===== config.mk =====
export PLATFORM = sky130hd
export DESIGN_NAME = lru_key_value_cache_core
export DESIGN_NICKNAME = d
export VERILOG_FILES = /design/src/rtl/lkv_pkg.sv /design/src/rtl/lkv_entry.sv /design/src/rtl/lru_key_value_cache_core.sv
export SDC_FILE = /design/constraint.sdc
export NUM_CORES = 1
export LEC_CHECK = 0
export BUFFER_PORTS_ARGS = -buffer_cell sky130_fd_sc_hd__buf_2
export CORE_ASPECT_RATIO = 0.7
export CORE_UTILIZATION = 45
export CTS_CLUSTER_SIZE = 28
export DETAILED_ROUTE_END_ITERATION = 8
export HOLD_SLACK_MARGIN = 0.1
export SLEW_MARGIN = 20
export SYNTH_ARGS = -nofsm -noshare
export SYNTH_HDL_FRONTEND = slang
export SYNTH_SLANG_ARGS = --single-unit

===== constraint.sdc =====
create_clock -name clk_i -period 8.9 [get_ports clk_i]
set_clock_uncertainty 0.15 [all_clocks]
set_input_delay 0.89 -clock clk_i [delete_from_list [all_inputs] [get_ports clk_i]]
set_output_delay 0.89 -clock clk_i [all_outputs]
set_load 0.02 [all_outputs]

===== src/rtl/lkv_pkg.sv =====
// Shared types and constants for the LRU key-value cache.
package lkv_pkg;

  localparam int unsigned DATA_W = 32;
  localparam int unsigned CAP_W  = 5;

  localparam logic [CAP_W-1:0]  CAP_RESET = 5'd16;
  localparam logic [DATA_W-1:0] MISS_DATA = '1;

  localparam logic FUNC_GET = 1'b0;
  localparam logic FUNC_SET = 1'b1;

  typedef struct packed {
    logic                     func;
    logic signed [DATA_W-1:0] key;
    logic signed [DATA_W-1:0] value;
  } lkv_in_t;

  typedef struct packed {
    logic                     hit;
    logic signed [DATA_W-1:0] data;
  } lkv_out_t;

  typedef struct packed {
    logic upd;
    logic sel;
    logic wr_key;
    logic wr_data;
  } lkv_cell_cmd_t;

endpackage


===== src/rtl/lkv_entry.sv =====
// One cache entry: key and data storage, key compare and recency rank update.
module lkv_entry import lkv_pkg::*; #(
  parameter int unsigned RANK_W = 4,
  parameter int unsigned OCC_W  = 5
) (
  input  logic                clk_i,
  input  logic                rst_ni,
  input  logic                valid_i,
  input  lkv_cell_cmd_t       cmd_i,
  input  logic [DATA_W-1:0]   key_i,
  input  logic [DATA_W-1:0]   value_i,
  input  logic [OCC_W-1:0]    thresh_i,
  output logic                match_o,
  output logic [DATA_W-1:0]   data_o,
  output logic [RANK_W-1:0]   rank_o
);

  logic [DATA_W-1:0] key_q, key_d;
  logic [DATA_W-1:0] data_q, data_d;
  logic [RANK_W-1:0] rank_q, rank_d;

  always_comb begin
    key_d  = cmd_i.wr_key  ? key_i   : key_q;
    data_d = cmd_i.wr_data ? value_i : data_q;
    rank_d = rank_q;
    if (cmd_i.upd) begin
      if (cmd_i.sel) begin
        rank_d = '0;
      end else if (valid_i && (OCC_W'(rank_q) < thresh_i)) begin
        rank_d = rank_q + RANK_W'(1);
      end
    end
  end

  always_ff @(posedge clk_i) begin
    key_q  <= key_d;
    data_q <= data_d;
  end

  always_ff @(posedge clk_i or negedge rst_ni) begin
    if (!rst_ni) begin
      rank_q <= '0;
    end else begin
      rank_q <= rank_d;
    end
  end

  assign match_o = valid_i && (key_q == key_i);
  assign data_o  = data_q;
  assign rank_o  = rank_q;

endmodule


===== src/rtl/lru_key_value_cache_core.sv =====
// Fully associative LRU key-value cache, top level.
// A get item is held in the input register, and its result in the result register;
// a set gives no result.
// Throughput: one item per cycle; all entries compare in parallel. A get in the
// input register stalls the input while an earlier result waits unaccepted.
// Reset empties the cache (occupancy zero, ranks zero) and sets capacity to 16.
module lru_key_value_cache_core import lkv_pkg::*; #(
  parameter int unsigned MAX_ENTRIES = 16
) (
  input  logic             clk_i,
  input  logic             rst_ni,
  input  logic             in_valid_i,
  output logic             in_ready_o,
  input  lkv_in_t          in_data_i,
  output logic             out_valid_o,
  input  logic             out_ready_i,
  output lkv_out_t         out_data_o,
  input  logic             cfg_valid_i,
  output logic             cfg_ready_o,
  input  logic [CAP_W-1:0] cfg_data_i
);

  localparam int unsigned RANK_W = (MAX_ENTRIES > 1) ? $clog2(MAX_ENTRIES) : 1;
  localparam int unsigned OCC_W  = $clog2(MAX_ENTRIES + 1);
  localparam int unsigned CMP_W  = (OCC_W > CAP_W) ? OCC_W : CAP_W;

  logic             in_valid_q, in_valid_d;
  lkv_in_t          in_q, in_d;
  logic             out_valid_q, out_valid_d;
  lkv_out_t         out_q, out_d;
  logic [CAP_W-1:0] cap_q, cap_d;
  logic [OCC_W-1:0] occ_q, occ_d;

  logic                    proc;
  logic                    is_get;
  logic [MAX_ENTRIES-1:0]  valid_w;
  logic [MAX_ENTRIES-1:0]  match_w;
  logic [MAX_ENTRIES-1:0]  victim_w;
  logic [DATA_W-1:0]       data_w [MAX_ENTRIES];
  logic [RANK_W-1:0]       rank_w [MAX_ENTRIES];
  lkv_cell_cmd_t           cmd_w  [MAX_ENTRIES];
  logic                    hit;
  logic [DATA_W-1:0]       hit_data;
  logic [RANK_W-1:0]       hit_rank;
  logic [CMP_W-1:0]        cap_ext;
  logic [CMP_W-1:0]        eff_cap;
  logic                    full;
  logic [OCC_W-1:0]        occ_last;
  logic [OCC_W-1:0]        thresh;

  assign is_get      = (in_q.func == FUNC_GET);
  assign proc        = in_valid_q && (!is_get || !out_valid_q || out_ready_i);
  assign in_ready_o  = !in_valid_q || proc;
  assign cfg_ready_o = 1'b1;
  assign occ_last    = occ_q - OCC_W'(1);

  always_comb begin
    cap_ext = CMP_W'(cap_q);
    if (cap_q == '0) begin
      eff_cap = CMP_W'(1);
    end else if (cap_ext > CMP_W'(MAX_ENTRIES)) begin
      eff_cap = CMP_W'(MAX_ENTRIES);
    end else begin
      eff_cap = cap_ext;
    end
    full = (CMP_W'(occ_q) >= eff_cap);
  end

  always_comb begin
    hit_data = '0;
    hit_rank = '0;
    for (int i = 0; i < MAX_ENTRIES; i++) begin
      valid_w[i]  = (OCC_W'(i) < occ_q);
      victim_w[i] = valid_w[i] && (OCC_W'(rank_w[i]) == occ_last);
      hit_data    = hit_data | (data_w[i] & {DATA_W{match_w[i]}});
      hit_rank    = hit_rank | (rank_w[i] & {RANK_W{match_w[i]}});
    end
    hit = |match_w;
  end

  always_comb begin
    thresh = '0;
    occ_d  = occ_q;
    for (int i = 0; i < MAX_ENTRIES; i++) begin
      cmd_w[i] = '0;
    end
    if (proc) begin
      if (is_get) begin
        thresh = OCC_W'(hit_rank);
        for (int i = 0; i < MAX_ENTRIES; i++) begin
          cmd_w[i].upd = hit;
          cmd_w[i].sel = match_w[i];
        end
      end else if (hit) begin
        for (int i = 0; i < MAX_ENTRIES; i++) begin
          cmd_w[i].wr_data = match_w[i];
        end
      end else if (full) begin
        thresh = occ_last;
        for (int i = 0; i < MAX_ENTRIES; i++) begin
          cmd_w[i].upd     = 1'b1;
          cmd_w[i].sel     = victim_w[i];
          cmd_w[i].wr_key  = victim_w[i];
          cmd_w[i].wr_data = victim_w[i];
        end
      end else begin
        thresh = occ_q;
        occ_d  = occ_q + OCC_W'(1);
        for (int i = 0; i < MAX_ENTRIES; i++) begin
          cmd_w[i].upd     = 1'b1;
          cmd_w[i].sel     = (OCC_W'(i) == occ_q);
          cmd_w[i].wr_key  = (OCC_W'(i) == occ_q);
          cmd_w[i].wr_data = (OCC_W'(i) == occ_q);
        end
      end
    end
  end

  for (genvar g = 0; g < MAX_ENTRIES; g++) begin : g_entry
    lkv_entry #(
      .RANK_W (RANK_W),
      .OCC_W  (OCC_W)
    ) u_entry (
      .clk_i    (clk_i),
      .rst_ni   (rst_ni),
      .valid_i  (valid_w[g]),
      .cmd_i    (cmd_w[g]),
      .key_i    (in_q.key),
      .value_i  (in_q.value),
      .thresh_i (thresh),
      .match_o  (match_w[g]),
      .data_o   (data_w[g]),
      .rank_o   (rank_w[g])
    );
  end

  always_comb begin
    in_valid_d = in_valid_q;
    in_d       = in_q;
    if (in_ready_o) begin
      in_valid_d = in_valid_i;
      in_d       = in_data_i;
    end
    out_valid_d = out_valid_q;
    out_d       = out_q;
    if (proc && is_get) begin
      out_valid_d = 1'b1;
      out_d.hit   = hit;
      out_d.data  = hit ? hit_data : MISS_DATA;
    end else if (out_ready_i) begin
      out_valid_d = 1'b0;
    end
    cap_d = cfg_valid_i ? cfg_data_i : cap_q;
  end

  always_ff @(posedge clk_i) begin
    in_q  <= in_d;
    out_q <= out_d;
  end

  always_ff @(posedge clk_i or negedge rst_ni) begin
    if (!rst_ni) begin
      in_valid_q  <= 1'b0;
      out_valid_q <= 1'b0;
      cap_q       <= CAP_RESET;
      occ_q       <= '0;
    end else begin
      in_valid_q  <= in_valid_d;
      out_valid_q <= out_valid_d;
      cap_q       <= cap_d;
      occ_q       <= occ_d;
    end
  end

  assign out_valid_o = out_valid_q;
  assign out_data_o  = out_q;

  a_key_unique: assert property (@(posedge clk_i) disable iff (!rst_ni)
    in_valid_q |-> $onehot0(match_w))
    else $error("more than one entry matches the key");

  a_victim_unique: assert property (@(posedge clk_i) disable iff (!rst_ni)
    (proc && !is_get && !hit && full) |-> $onehot(victim_w))
    else $error("eviction needs exactly one least recent entry");

  a_occ_bound: assert property (@(posedge clk_i) disable iff (!rst_ni)
    CMP_W'(occ_q) <= CMP_W'(MAX_ENTRIES))
    else $error("occupancy above entry count");

  a_set_silent: assert property (@(posedge clk_i) disable iff (!rst_ni)
    (proc && !is_get && out_valid_q && out_ready_i) |=> !out_valid_q)
    else $error("set item produced a result");

endmodule


# Word-level counts from Yosys, hierarchy flattened
# Index checks and enable logic that the tools add are counted.
dict set report totals {
  register_bits 1198
  inputBits 75
  out_inout_bits 36
  wordCells 419
}
dict set report op_classes {
  n_addsub 18
  order_cmp 34
  eq_ne 47
  n_mux 106
  bitwise 65
  reduce_logical 92
}
# operator count
set ops {}
lappend ops {{bitwise AND 32 bit} 16}
lappend ops {{== test 32 bit} 16}
lappend ops {{OR 32 bit} 15}
lappend ops {{two-way mux 4 bit} 32}
lappend ops {{== test 4 x 5 -> 1 bit} 16}
lappend ops {{< comparator 4 x 5 -> 1 bit} 16}
lappend ops {{adder 4 x 1 -> 4 bit (second input constant)} 16}
lappend ops {{bitwise AND 4 bit} 16}
lappend ops {{two-way mux 2 bit} 32}
lappend ops {{two-way mux 64 bit} 1}
lappend ops {{two-way mux 63 bit} 1}
lappend ops {{OR 4 bit} 15}
lappend ops {{logical AND 1 bit} 50}
lappend ops {{two-way mux 3 bit} 16}
lappend ops {{== test 4 x 5 -> 1 bit (first input constant)} 8}
lappend ops {{< comparator 4 x 5 -> 1 bit (first input constant)} 8}
lappend ops {{nonzero test 2 bit} 17}
lappend ops {{AND reduction 2 bit} 16}
lappend ops {{two-way mux 5 bit} 6}
lappend ops {{== test 3 x 5 -> 1 bit (first input constant)} 4}
lappend ops {{< comparator 3 x 5 -> 1 bit (first input constant)} 4}
lappend ops {{two-way mux 1 bit} 18}
lappend ops {{OR reduction 16 bit} 1}
lappend ops {{== test 2 x 5 -> 1 bit (first input constant)} 2}
lappend ops {{other kinds (12)} 20}

# Logic depth before layout (Yosys ltp)
dict set report logic_depth {
  ltp_word 24
  mapped_depth 22
  ltp_nobuf 20
}

# Hierarchy
# Synthesis repeated with hierarchy kept, for this count alone.
dict set report unflattened {
  hier_cells 3236
  area_unflattened_um2 50913.8
}
# mod instances cells_per_inst area_each_um2 seq_area_each_um2
set modules_own_cells {}
lappend modules_own_cells {lkv_entry 16 143 2618.8 2021.9}
lappend modules_own_cells {lru_key_value_cache_core 1 948 9013.6 3244.4}

# Worst setup path after synthesis
# Ideal clock, no wire load.
dict set report synth_timing {
  kind {register to register}
  startpoint {register occ_q[0]}
  endpoint {register g_entry[1].u_entry.data_q[0], enable pin}
  setup_time_ns 0.388
  arrival_time_ns 6.370
  t_required_ns 8.362
  path_slack_ns 1.993
  path_stages_with_launch 15
  n_path_buf 5
  synth_period_minus_slack_ns 6.907
  path_cell_list {dfrtp_1 clkbuf_1 clkbuf_1 buf_1 inv_1 ha_1 nand2b_1 a21o_1 a21oi_1 o21a_1 clkbuf_1 clkbuf_1 a31oi_1 nor3_1 a21o_1}
}
# element line_no
set synth_rtl {}
lappend synth_rtl {{start, declared} lru_key_value_cache_core.sv:32} ;# logic [OCC_W-1:0] occ_q, occ_d;
lappend synth_rtl {{start signal, assigned} lru_key_value_cache_core.sv:166} ;# occ_q <= '0;
lappend synth_rtl {{start signal, assigned} lru_key_value_cache_core.sv:171} ;# occ_q <= occ_d;
lappend synth_rtl {{end signal, assigned} lkv_entry.sv:37} ;# data_q <= data_d;
lappend synth_rtl {{end, declared} lkv_entry.sv:19} ;# logic [DATA_W-1:0] data_q, data_d;

# Worst setup path after layout
dict set report layout_timing {
  startpoint {register occ_q[1]}
  endpoint {register g_entry[12].u_entry.rank_q[2]}
}
dict set report layout_between {
  elab_chain_len 24
  elab_cells_between_ends 82
  classes_between {1 x add/sub; 18 x order compare; 2 x eq/ne; 9 x mux; 31 x bitwise; 21 x reduce/logical}
}
# element line_no
set layout_lines {}
lappend layout_lines {{< comparator 1 x 5 -> 1 bit} lru_key_value_cache_core.sv:73} ;# valid_w[i] = (OCC_W'(i) < occ_q);
lappend layout_lines {{logical AND 1 bit} lkv_entry.sv:48} ;# assign match_o = valid_i && (key_q == key_i);
lappend layout_lines {{bitwise AND 4 bit} lru_key_value_cache_core.sv:76} ;# hit_rank = hit_rank | (rank_w[i] & {RANK_W{match_w[i]}});
lappend layout_lines {{OR 4 bit (15 in series)} lru_key_value_cache_core.sv:76}
lappend layout_lines {{two-way mux 5 bit} lru_key_value_cache_core.sv:88} ;# if (is_get) begin
lappend layout_lines {{two-way mux 5 bit} lru_key_value_cache_core.sv:87} ;# if (proc) begin
lappend layout_lines {{< comparator 4 x 5 -> 1 bit} lkv_entry.sv:29} ;# end else if (valid_i && (OCC_W'(rank_q) < thresh_i)) begin
lappend layout_lines {{logical AND 1 bit} lkv_entry.sv:29}
lappend layout_lines {{nonzero test 2 bit (no source line)} -}
lappend layout_lines {{AND reduction 2 bit (no source line)} -}
lappend layout_lines {{end signal, assigned} lkv_entry.sv:44} ;# rank_q <= rank_d;
lappend layout_lines {{end, declared} lkv_entry.sv:20} ;# logic [RANK_W-1:0] rank_q, rank_d;
# Parallel ways exist; a longest one is shown, timed or not.
# A chain may end at the register's enable or synchronous reset.

==> reports/qor.txt <==
run status -> finished clean
worst-case reg-to-reg path depth -> 19
buffers added on ports -> 109
placed instance area -> 54600 um2
worst hold path type -> primary input to flop
drt drc -> 0
gp weighted congestion -> 0.930
Post-Route WL -> 153 mm
post-route cell area -> 58400 um2
Syn Std Cell Area -> 51700 um2
Routed WL per cell -> 29.4 um
die width -> 407 um
Setup WS pre-CTS -> 2.23 ns
Crit Path Category -> flop to flop
register area share after synthesis -> 68.9%
drt initial violations -> 4125
remaining global-route overflow -> 0
worst-skew pair later-pin latency -> 0.77 ns
final setup fails -> 0
Netlist cell types -> 91
die height -> 286 um
Total GRT Usage -> 26.1%
cell count after synthesis -> 3405
Sw Pwr -> 4.21 mW
Synth async-reset ratio -> 6.34%
count of cells resized by post-cts repair -> 0
cell taking the most area after synthesis -> edfxtp_1
H-tree level count -> 3
CTS clk-pin slew, worst paths -> 0.07 ns
full die area -> 116000 um2
max_cap viols -> 0
RSZ-0062 raised after global routing -> no
final setup margin -> 1.98 ns
Initial DRT Pass Iterations -> 8
Post-Syn Area per Cell -> 15.2 um2
worst-margin pin slew -> 1.18 ns
most frequent cells in the layout -> edfxtp_1 (1122), xnor2_1 (448), nand4_1 (224)
Max clock buf depth -> 3
Max VDD drop -> 172 uV
Slew headroom -> 21.2%
Critical Path End Type -> flop
DR vias/cell -> 6.20
vias in the first global route -> 30100
synth top area cells -> edfxtp_1 (65%), xnor2_1 (7.6%), dfrtp_1 (3.6%), nand4_1 (2.7%), xor2_1 (2.3%)
fillers -> 9258
largest net degree at the start of global routing -> 52
CP Max Fanout -> 22
fmax -> 145 MHz
Sinks on Clock Net -> 1198
final-report max-slew violation count -> 0
ant diodes -> 0
initial antenna violation count -> 0
Clock power frac -> 34.3%
sequential share of power -> 48.4%
vias -> 32300
Leak Pwr -> 18.4 nW
Internal -> 10.2 mW
power consumption -> 14.4 mW
Sw Ratio -> 29.3%
placed cells -> 4992
Area Growth Syn to Fin -> 12.9%
Worst Setup Start Kind -> flop
final setup TNS -> 0 ns
ANT nets after route -> 0
Comb power frac -> 17.3%
TritonCTS clock tree -> yes
Initial Util -> 45.6%
Worst EP required -> 9.41 ns
Final Cycle Share -> 77.7%
syn_nets -> 3554
Nets -> 3734
row count -> 103
min cycle time layout -> 6.92 ns
main flop type after synthesis -> edfxtp_1
Seq cells post-synth -> 1198
number of synthesized flops with an enable pin -> 1122
Num CTS Buffers -> 111
Non-Filler Instances -> 5206
power per cell area -> 246 nW/um2
DP HPWL -> 91.4 mm
top-area cell type share of the netlist area -> 65.2%
Root Buffer -> clkbuf_16
first-pass GRT wire length -> 219 mm
synthesis warning total -> 0
final hold violation count -> 0
layout cell share with drive strength beyond 1 -> 13.5%
# IOs -> 111
leading cell type in the layout, fill and taps excluded -> edfxtp_1
CTS Hold Bufs -> 1
Worst Hold Depth -> 1
Critical Path AT -> 7.43 ns
core area -> 113000 um2
number of setup buffers added after CTS -> 0
==> final cells by class <==
class	instances	area, um2	area share (%)
inverter	37	141	0.242
sequential	1198	35600	61.0
timing repair buffer	236	1640	2.80
multi-input combinational	2001	15300	26.2
tap	1522	1900	3.26
clock inverter	72	858	1.47
clock buffer	140	2920	5.00
==> stage by stage <==
| stage | hold slack (ns) | utilization (%) |
|---|---|---|
| finish | 0.135 | 51.5 |
| global route | 0.112 | 51.5 |
| CTS | 0.101 | 51.5 |
| detailed placement | 0.357 | 48.2 |
| global placement | 0.347 | 48.2 |
| floorplan | 0.331 | - |
==> synthesized netlist by cell type (all sizes together) (53+ instances only) <==
| cell type | count |
|---|---|
| nand2 | 126 |
| buf | 103 |
| nor2 | 72 |
| ha | 74 |
| xor2 | 138 |
| clkbuf | 66 |
| nand4 | 224 |
| a22oi | 68 |
| dfrtp | 75 |
| xnor2 | 448 |
| a22o | 116 |
| a221oi | 108 |
| edfxtp | 1122 |
| nor4 | 88 |
| and3 | 53 |
| nand3 | 76 |
==> cell families after synthesis <==
logic type	after synthesis	synth area share (%)
simple gates	802	8.88
other cells	1	0.00726
mux	12	0.257
xor+xnor	586	9.93
compound gates	526	8.32
flops	1198	68.9
buf+inv	206	1.95
fa+ha+maj	74	1.79
==> state kept, by name (all words and copies together) (netlist names) <==
| signal | count |
|---|---|
| out_data_o | 33 |
| g_entry.u_entry.rank_o | 64 |
| out_valid_o | 1 |
| occ_q | 5 |
| g_entry.u_entry.data_o | 512 |
| g_entry.u_entry.key_q | 512 |
| in_q | 65 |
| cap_ext | 5 |
| in_valid_q | 1 |
==> worst max-delay path: stages, from the launching register on <==
cell and delay (ns):
dfrtp_1 0.90, inv_1 0.28, ha_1 0.28, o21ai_0 0.86, nand2_1 0.31, nor4_2 0.60, nor4_1 0.09, and4_1 0.32
nand2_4 0.45, nor2_1 0.14, a21oi_2 0.41, buf_4 0.31, ha_1 0.27, a21o_1 0.16, a21o_1 0.18, a311oi_1 0.21
a21oi_1 0.07, o41a_1 0.23, or4b_1 0.49, nand3_1 0.09
==> power groups by stage <==
| stage | logic [mW] | registers (mW) | clock network, mW |
|---|---|---|---|
| after floorplan | 1.64 | 6.91 | 0 |
| after global placement | 2.39 | 7.06 | 0 |
| after detailed placement | 2.41 | 7.07 | 0 |
| after CTS | 2.43 | 6.95 | 4.99 |
| after global routing | 2.66 | 7.00 | 5.21 |
| final | 2.49 | 6.97 | 4.93 |
==> path summary, 6_finish.rpt <==
check	from	end	slack, ns
min in group asynchronous	rst_ni	occ_q[3]	0.53
worst min-delay path	in_data_i[11]	in_q[11]	0.13
worst max-delay path	occ_q[1]	g_entry[12].u_entry.rank_o[2]	1.98
worst min register to register	cap_ext[0]	cap_ext[0]	0.38
worst max register to register	occ_q[1]	g_entry[12].u_entry.rank_o[2]	1.98
max in group asynchronous	rst_ni	g_entry[14].u_entry.rank_o[0]	6.96
==> layer usage <==
metal	GRT usage (%)	part of all wire (%)	vias to the layer above
li1	-	-	13800
met1	42.7	47	16600
met2	36.1	42	1648
met3	4.51	9.3	191
met4	4.98	1.6	0
met5	0.122	0	-
Power figures use the tool's default switching activity.
